File: config.mk
export PLATFORM = sky130hd
export DESIGN_NAME = fragment_reassembly_tracker
export DESIGN_NICKNAME = d
export VERILOG_FILES = /design/src/rtl/core/frt_pkg.sv /design/src/rtl/core/frt_slot_pick.sv /design/src/rtl/core/fragment_reassembly_tracker.sv
export SDC_FILE = /design/constraint.sdc
export NUM_CORES = 2
export LEC_CHECK = 0
export ABC_AREA = 0
export BUFFER_PORTS_ARGS = -buffer_cell sky130_fd_sc_hd__buf_2
export CAP_MARGIN = 20
export CORE_UTILIZATION = 38
export CTS_CLUSTER_DIAMETER = 150
export DETAILED_ROUTE_END_ITERATION = 6
export PLACE_DENSITY = 0.56
export SYNTH_ARGS = -nofsm -noshare
export SYNTH_HDL_FRONTEND = slang
export SYNTH_SLANG_ARGS = --single-unit
File: constraint.sdc
create_clock -name clk -period 22.9 [get_ports clk]
set_input_delay 1.145 -clock clk [delete_from_list [all_inputs] [get_ports clk]]
set_output_delay 1.145 -clock clk [all_outputs]
set_load 0.005 [all_outputs]
File: src/rtl/core/frt_pkg.sv
// Shared constants, codes and types of the fragment reassembly tracker.
// Used by frt_slot_pick and fragment_reassembly_tracker; depends on nothing.

package frt_pkg;

	localparam int SLOT_COUNT    = 6;
	localparam int MAX_FRAGMENTS = 64;

	localparam int SLOT_W  = (SLOT_COUNT > 1) ? $clog2(SLOT_COUNT) : 1;
	localparam int FRAG_W  = (MAX_FRAGMENTS > 1) ? $clog2(MAX_FRAGMENTS) : 1;
	localparam int TOTAL_W = 7;
	localparam int SUM_W   = 18;

	localparam logic [15:0] EXPIRE_RESET = 16'd1500;

	typedef enum logic [2:0] {
		ST_STORED    = 3'd0,
		ST_DUPLICATE = 3'd1,
		ST_RANGE     = 3'd2,
		ST_BAD_COUNT = 3'd3,
		ST_COMPLETE  = 3'd4,
		ST_EMPTY     = 3'd5
	} status_t;

	// Outcome of the slot search for one fragment.
	typedef struct packed {
		logic [SLOT_W-1:0]     idx;   // chosen slot
		logic                  fresh; // slot is newly taken, contents start empty
		logic [SLOT_COUNT-1:0] live;  // valid slots that survive expiry
	} pick_t;

endpackage

File: src/rtl/core/frt_slot_pick.sv
// Slot search of the fragment reassembly tracker: expiry, key match, free
// slot and oldest slot, all evaluated in parallel. Depends on frt_pkg.

module frt_slot_pick import frt_pkg::*; (
	input  logic [SLOT_COUNT-1:0]       valid,
	input  logic [SLOT_COUNT-1:0][15:0] seq,
	input  logic [SLOT_COUNT-1:0][15:0] source,
	input  logic [SLOT_COUNT-1:0][31:0] touch,
	input  logic [31:0]                 now_time,
	input  logic [15:0]                 msg_seq,
	input  logic [15:0]                 source_node,
	input  logic [15:0]                 expire_after,
	output pick_t                       pick
);

	logic [SLOT_COUNT-1:0][31:0] age;
	logic [SLOT_COUNT-1:0]       live;
	logic [SLOT_COUNT-1:0]       hit;
	logic [SLOT_COUNT-1:0]       oldest;
	logic [SLOT_W-1:0]           hit_idx;
	logic [SLOT_W-1:0]           free_idx;
	logic [SLOT_W-1:0]           old_idx;

	always_comb begin
		for (int k = 0; k < SLOT_COUNT; k++) begin
			age[k]  = now_time - touch[k];
			live[k] = valid[k] && !(age[k] > {16'd0, expire_after});
			hit[k]  = live[k] && (seq[k] == msg_seq) && (source[k] == source_node);
		end
		// A slot is the oldest when it beats every lower slot strictly and
		// every higher slot at least equally, so ties go to the lowest index.
		for (int k = 0; k < SLOT_COUNT; k++) begin
			oldest[k] = 1'b1;
			for (int j = 0; j < SLOT_COUNT; j++) begin
				if (j < k && !(age[k] > age[j]))
					oldest[k] = 1'b0;
				if (j > k && age[k] < age[j])
					oldest[k] = 1'b0;
			end
		end
		hit_idx  = '0;
		free_idx = '0;
		old_idx  = '0;
		for (int k = SLOT_COUNT - 1; k >= 0; k--) begin
			if (hit[k])
				hit_idx = SLOT_W'(k);
			if (!live[k])
				free_idx = SLOT_W'(k);
			if (oldest[k])
				old_idx = SLOT_W'(k);
		end
		pick.live = live;
		if (|hit) begin
			pick.idx   = hit_idx;
			pick.fresh = 1'b0;
		end else if (!(&live)) begin
			pick.idx   = free_idx;
			pick.fresh = 1'b1;
		end else begin
			pick.idx   = old_idx;
			pick.fresh = 1'b1;
		end
	end

endmodule

File: src/rtl/core/fragment_reassembly_tracker.sv
// Top level of the fragment reassembly tracker: input register, slot table,
// per-fragment update logic and result register. Depends on frt_pkg, frt_slot_pick.

// The tracker takes one fragment header per transaction and returns exactly
// one result transaction for it, loaded into the result register once that is
// free. A new header can be taken in every cycle while results are taken, so
// the sustained rate is one fragment per clock; the figure is set by the single
// registered pass from the input register through the parallel search over all
// slots to the slot table and the result register. The result register
// decouples the sides: a header still enters an empty input register while an
// earlier result waits. The idle limit is written through the cfg channel, which
// is always ready; it should only be changed while no fragment is in flight.

module fragment_reassembly_tracker import frt_pkg::*; (
	input  logic         clk,
	input  logic         arst_n,
	// Fragment headers.
	input  logic         s_tvalid,
	output logic         s_tready,
	// [31:0] now_time, [47:32] msg_seq, [63:48] source_node,
	// [79:64] frag_index, [95:80] frag_total, [107:96] frag_length, rest zero.
	input  logic [111:0] s_tdata,
	// Results.
	output logic         m_tvalid,
	input  logic         m_tready,
	// [2:0] status, [5:3] slot_used, [23:6] message_length,
	// [30:24] fragment_count, [31] zero.
	output logic [31:0]  m_tdata,
	// Idle limit register.
	input  logic         cfg_valid,
	output logic         cfg_ready,
	input  logic [15:0]  cfg_data
);

	// Input register.
	logic        in_valid_s1;
	logic [31:0] now_time_s1;
	logic [15:0] msg_seq_s1;
	logic [15:0] source_node_s1;
	logic [15:0] frag_index_s1;
	logic [15:0] frag_total_s1;
	logic [11:0] frag_length_s1;

	// Slot table. Only the valid bits are reset; the contents of a slot are
	// never looked at while it is free.
	logic [SLOT_COUNT-1:0]                    valid_q;
	logic [SLOT_COUNT-1:0][15:0]              seq_q;
	logic [SLOT_COUNT-1:0][15:0]              source_q;
	logic [SLOT_COUNT-1:0][TOTAL_W-1:0]       total_q;
	logic [SLOT_COUNT-1:0][TOTAL_W-1:0]       received_q;
	logic [SLOT_COUNT-1:0][31:0]              touch_q;
	logic [SLOT_COUNT-1:0][MAX_FRAGMENTS-1:0] present_q;
	logic [SLOT_COUNT-1:0][SUM_W-1:0]         sum_q;

	logic [15:0] expire_q;

	// Result register.
	logic              out_valid_q;
	status_t           status_q;
	logic [2:0]        slot_used_q;
	logic [SUM_W-1:0]  length_q;
	logic [TOTAL_W-1:0] count_q;

	logic advance;
	logic fire;
	pick_t pick;

	logic [TOTAL_W-1:0]       cur_total;
	logic [TOTAL_W-1:0]       cur_received;
	logic [MAX_FRAGMENTS-1:0] cur_present;
	logic [MAX_FRAGMENTS-1:0] new_present;
	logic [SUM_W-1:0]         cur_sum;
	logic                     total_ok;
	logic [TOTAL_W-1:0]       new_total;
	logic                     index_ok;
	logic [FRAG_W-1:0]        bit_idx;
	logic [TOTAL_W-1:0]       received_inc;
	logic [SUM_W-1:0]         sum_inc;
	status_t                  status;
	logic                     keep_slot;
	logic [SLOT_W+2:0]        slot_wide;

	assign cfg_ready = 1'b1;
	assign advance   = !out_valid_q || m_tready;
	assign fire      = in_valid_s1 && advance;
	assign s_tready  = !in_valid_s1 || advance;

	frt_slot_pick u_pick (
		.valid       (valid_q),
		.seq         (seq_q),
		.source      (source_q),
		.touch       (touch_q),
		.now_time    (now_time_s1),
		.msg_seq     (msg_seq_s1),
		.source_node (source_node_s1),
		.expire_after(expire_q),
		.pick        (pick)
	);

	always_comb begin
		// A freshly taken slot starts empty whatever it held before.
		cur_total    = pick.fresh ? '0 : total_q[pick.idx];
		cur_received = pick.fresh ? '0 : received_q[pick.idx];
		cur_present  = pick.fresh ? '0 : present_q[pick.idx];
		cur_sum      = pick.fresh ? '0 : sum_q[pick.idx];

		total_ok = (frag_total_s1 != 16'd0) && (frag_total_s1 <= 16'(MAX_FRAGMENTS));

		// The first fragment fixes the count; later ones may only raise it.
		if (cur_total == '0)
			new_total = total_ok ? frag_total_s1[TOTAL_W-1:0] : '0;
		else if (total_ok && frag_total_s1 > {{(16 - TOTAL_W){1'b0}}, cur_total})
			new_total = frag_total_s1[TOTAL_W-1:0];
		else
			new_total = cur_total;

		index_ok     = frag_index_s1 < {{(16 - TOTAL_W){1'b0}}, new_total};
		bit_idx      = frag_index_s1[FRAG_W-1:0];
		received_inc = cur_received + TOTAL_W'(1);
		sum_inc      = cur_sum + {{(SUM_W - 12){1'b0}}, frag_length_s1};

		new_present          = cur_present;
		new_present[bit_idx] = 1'b1;

		priority if (frag_length_s1 == 12'd0)
			status = ST_EMPTY;
		else if (cur_total == '0 && !total_ok)
			status = ST_BAD_COUNT;
		else if (!index_ok)
			status = ST_RANGE;
		else if (cur_present[bit_idx])
			status = ST_DUPLICATE;
		else if (received_inc == new_total)
			status = ST_COMPLETE;
		else
			status = ST_STORED;

		// A dropped or completed message frees its slot.
		keep_slot = (status == ST_STORED) || (status == ST_DUPLICATE) ||
			(status == ST_RANGE);

		slot_wide = {3'd0, pick.idx};
	end

	always_ff @(posedge clk or negedge arst_n) begin
		if (!arst_n) begin
			expire_q <= EXPIRE_RESET;
		end else if (cfg_valid && cfg_ready) begin
			expire_q <= cfg_data;
		end
	end

	always_ff @(posedge clk or negedge arst_n) begin
		if (!arst_n) begin
			in_valid_s1 <= 1'b0;
		end else if (s_tvalid && s_tready) begin
			in_valid_s1 <= 1'b1;
		end else if (fire) begin
			in_valid_s1 <= 1'b0;
		end
	end

	always_ff @(posedge clk) begin
		if (s_tvalid && s_tready) begin
			now_time_s1    <= s_tdata[31:0];
			msg_seq_s1     <= s_tdata[47:32];
			source_node_s1 <= s_tdata[63:48];
			frag_index_s1  <= s_tdata[79:64];
			frag_total_s1  <= s_tdata[95:80];
			frag_length_s1 <= s_tdata[107:96];
		end
	end

	// Slot table update: expiry on all slots, then the chosen slot's new state.
	always_ff @(posedge clk or negedge arst_n) begin
		if (!arst_n) begin
			valid_q <= '0;
		end else if (fire && status != ST_EMPTY) begin
			for (int k = 0; k < SLOT_COUNT; k++) begin
				if (SLOT_W'(k) == pick.idx)
					valid_q[k] <= keep_slot;
				else
					valid_q[k] <= pick.live[k];
			end
		end
	end

	always_ff @(posedge clk) begin
		if (fire && status != ST_EMPTY) begin
			seq_q[pick.idx]    <= msg_seq_s1;
			source_q[pick.idx] <= source_node_s1;
			touch_q[pick.idx]  <= now_time_s1;
			total_q[pick.idx]  <= new_total;
			if (status == ST_STORED) begin
				received_q[pick.idx] <= received_inc;
				present_q[pick.idx]  <= new_present;
				sum_q[pick.idx]      <= sum_inc;
			end else begin
				received_q[pick.idx] <= cur_received;
				present_q[pick.idx]  <= cur_present;
				sum_q[pick.idx]      <= cur_sum;
			end
		end
	end

	// Result register.
	always_ff @(posedge clk or negedge arst_n) begin
		if (!arst_n) begin
			out_valid_q <= 1'b0;
		end else if (fire) begin
			out_valid_q <= 1'b1;
		end else if (m_tready) begin
			out_valid_q <= 1'b0;
		end
	end

	always_ff @(posedge clk) begin
		if (fire) begin
			status_q    <= status;
			slot_used_q <= (status == ST_EMPTY) ? 3'd0 : slot_wide[2:0];
			length_q    <= (status == ST_COMPLETE) ? sum_inc : '0;
			count_q     <= (status == ST_COMPLETE) ? new_total : '0;
		end
	end

	assign m_tvalid = out_valid_q;
	assign m_tdata  = {1'b0, count_q, length_q, slot_used_q, status_q};

endmodule

==> summary.txt <==
hold_buf cts - 0
Final Setup Violations - 0
H-tree levels - 4
worst slew pin tran - 1230 ps
reg2reg start - now_time_s1[0]
FP Rows - 160
via count - 58700
Post-Syn Area - 72800 um2
worst slack, placed - 5530 ps
CTS root buffer - clkbuf_16
Post-Syn Area per Cell - 10.3 um2
library cells used by synthesis - 117
Worst Skew - 60.9 ps
core region area - 190000 um2
drt total wl - 260000 um
FFs w/ async S/R, synth - 0.0214
reg2reg end - received_q[29]
final cell count without fillers - 9877
Final Power - 5580 uW
slowest CP cell - buf_4
R2R depth - 40
final hold viol count - 0
max-cap violations - 0
layout cell share with drive strength beyond 1 - 0.0872
Setup crit end kind - register
initial antenna violation count - 14
Critical Path AT - 17870 ps
clock share of power - 0.371
CP Class - reg -> reg
most frequent cells in the layout - 1099 x edfxtp_1, 966 x nor2_1, 767 x ha_1
vias in the first global route - 56700
Reg2Reg Setup Slack - 5550 ps
Lkg Pwr - 0.0323 uW
Logic pwr share - 0.214
Power Density - 68.7 nW/um2
Min Hold Slack - 423 ps
post_cts resized - 0
I/O pin count - 168
sw frac - 0.303
Crit path top cell by count - ha_1
clock transition time at the flip-flop clock pins of the worst setup and hold paths - 60 ps
maximum VDD drop - 0.0586 mV
syn_nets - 7992
worst-path maximum fanout - 71
Clock Latency Late Sink - 810 ps
Initial DRT Pass Iterations - 6
Area Growth Syn to Fin - 11.7%
Top FF cell, synth - edfxtp_1
setup tns final - 0 ps
Max Buffers Root-to-Sink - 3
Flop pwr share - 0.416
# placed instances - 9644
TritonCTS Sinks - 1123
DIE AREA - 193000 um2
nets@finish - 8174
Post-Synthesis Cells - 7085
WL/cell - 26.3 um
Worst setup SP type - register
cts bufs inserted - 132
CTS tree - yes
Hold Path Class - in -> async
Final min period - 17350 ps
Reg area - 33600 um2
GR Overflow Total - 0
Cell Int Power - 3890 uW
Die W - 440 um
DR iter-0 viols - 5202
Final WS setup - 5550 ps
Synth Warn # - 0
Fmax achieved - 57.6 MHz
outcome - finished clean
Rel. slew slack - 0.177
first-pass GRT wire length - 377000 um
Initial Utilization - 0.383
commonest non-fill, non-tap cell in the layout - edfxtp_1
Max Slew Vio Count - 0
Seq cells post-synth - 1123
Post-CTS Setup Bufs - 0
Die H - 440 um
Seq/Total Area, Yosys - 0.462
GRT Total Usage - 0.263
number of flops mapped to enable cells by yosys - 1099
crit-path max cell delay - 910 ps
Detailed Place HPWL - 184000 um
RSZ-0062 raised after global routing - no
ANT nets after route - 0
DR DRC count - 0
fin crit share - 0.758
GP Congestion - 0.962
Fill cells - 18400
multi-input logic area - 36200 um2
P_sw - 1690 uW
Via-to-Cell Ratio - 5.94
largest net degree at the start of global routing - 121
IO Port Bufs - 161
Worst EP required - 23410 ps
-- state kept, by name, summed over array words and instances, names as in the netlist --
name / cells
frag_length_s1: 12
count_q: 7
sum_q: 108
m_tvalid: 1
length_q: 18
valid_q: 6
touch_q: 192
source_node_s1: 16
now_time_s1: 32
slot_used_q: 3
present_q: 384
seq_q: 96
msg_seq_s1: 16
total_q: 42
in_valid_s1: 1
received_q: 42
source_q: 96
frag_index_s1: 16
expire_q: 16
status_q: 3
frag_total_s1: 16
-- synthesized netlist by cell type (18+ instances only) --
cell type / number / area share
nand2b_1: 84 / 0.0072
nand3_1: 133 / 0.0091
o21a_1: 65 / 0.0067
a2111oi_0: 27 / 0.0032
and4_1: 28 / 0.0034
a32oi_1: 24 / 0.0029
a311o_1: 26 / 0.0036
and3_1: 52 / 0.0045
a21oi_1: 386 / 0.027
o21ai_0: 312 / 0.021
or2_2: 18 / 0.0015
a211oi_1: 67 / 0.0069
buf_2: 19 / 0.0013
o211ai_1: 63 / 0.0065
o2111ai_1: 25 / 0.0030
mux2i_1: 19 / 0.0026
o21bai_1: 30 / 0.0031
xor2_1: 100 / 0.012
edfxtp_1: 1099 / 0.45
a31oi_1: 91 / 0.0078
or3_1: 27 / 0.0023
nor2_1: 975 / 0.050
ha_1: 767 / 0.13
a221oi_1: 101 / 0.012
inv_1: 503 / 0.026
clkbuf_1: 245 / 0.013
nand4_1: 183 / 0.016
a31o_2: 18 / 0.0022
nor3_1: 126 / 0.0087
a21o_1: 188 / 0.019
o221ai_1: 51 / 0.0061
o22ai_1: 21 / 0.0018
a311oi_1: 28 / 0.0034
nand2_1: 337 / 0.017
and2_1: 44 / 0.0038
nor2b_1: 71 / 0.0061
nor4_1: 68 / 0.0058
a22oi_1: 23 / 0.0024
xnor2_1: 273 / 0.033
-- metal layers --
metal	part of all wire	wire length, um	up-vias	track usage
met5	0.00015	38	-	0
met4	0.048	12500	6	0.115
met3	0.060	15600	537	0.0351
met2	0.47	123000	2136	0.441
met1	0.42	109000	29000	0.338
li1	-	-	26900	-
-- logic make-up after synthesis --
logic type      Yosys count  synth area share
simple gates           2224             0.145
fa+ha+maj               779             0.134
flops                  1123             0.462
compound gates         1757             0.167
other cells               2          0.000103
xor+xnor                374            0.0453
mux                      23           0.00328
buf+inv                 803            0.0429
-- critical path, delay by kind of cell (launching register included) --
kind            cells  cell delay (ps)
buf+inv             5             2030
simple gates       13             4540
mux                 1              540
compound gates     15             6750
xor+xnor            1              890
flops               1              560
fa+ha+maj           5             1670
-- worst max-delay path by stage --
stage / from / cells after the start / endpoint
2_1_floorplan: now_time_s1[1] / 40 / present_q[320]
3_3_place_gp: now_time_s1[0] / 40 / received_q[1]
3_5_place_dp: now_time_s1[0] / 40 / received_q[8]
4_1_cts: now_time_s1[0] / 40 / received_q[8]
5_1_grt: now_time_s1[0] / 40 / received_q[1]
6_report: now_time_s1[0] / 40 / received_q[29]
-- area by class of cell --
type / instances / share of cell area
multi-input cells: 5159 / 0.446
clock inverters: 61 / 0.00872
inverters: 505 / 0.0233
flip-flops and latches: 1123 / 0.414
clock buffers: 169 / 0.0424
diodes: 3 / 0.0000924
repair buffers: 346 / 0.0273
well taps: 2511 / 0.0387
-- power by group through the flow --
stage	clock network [uW]	registers, uW	logic [uW]
floorplan	0	2360	746
detailed placement	0	2360	1170
global placement	0	2360	1140
finish	2070	2320	1190
CTS	2110	2320	1170
global route	2180	2320	1310
-- through the flow --
| step | instance area [um2] | util |
|---|---|---|
| 6_report | 81300 | 0.427 |
| 5_1_grt | 81300 | 0.427 |
| 4_1_cts | 81300 | 0.427 |
| 3_5_place_dp | 77100 | 0.405 |
| 3_3_place_gp | 77100 | 0.405 |
| 2_1_floorplan | 72800 | - |
(Power assumes the default switching activity.)
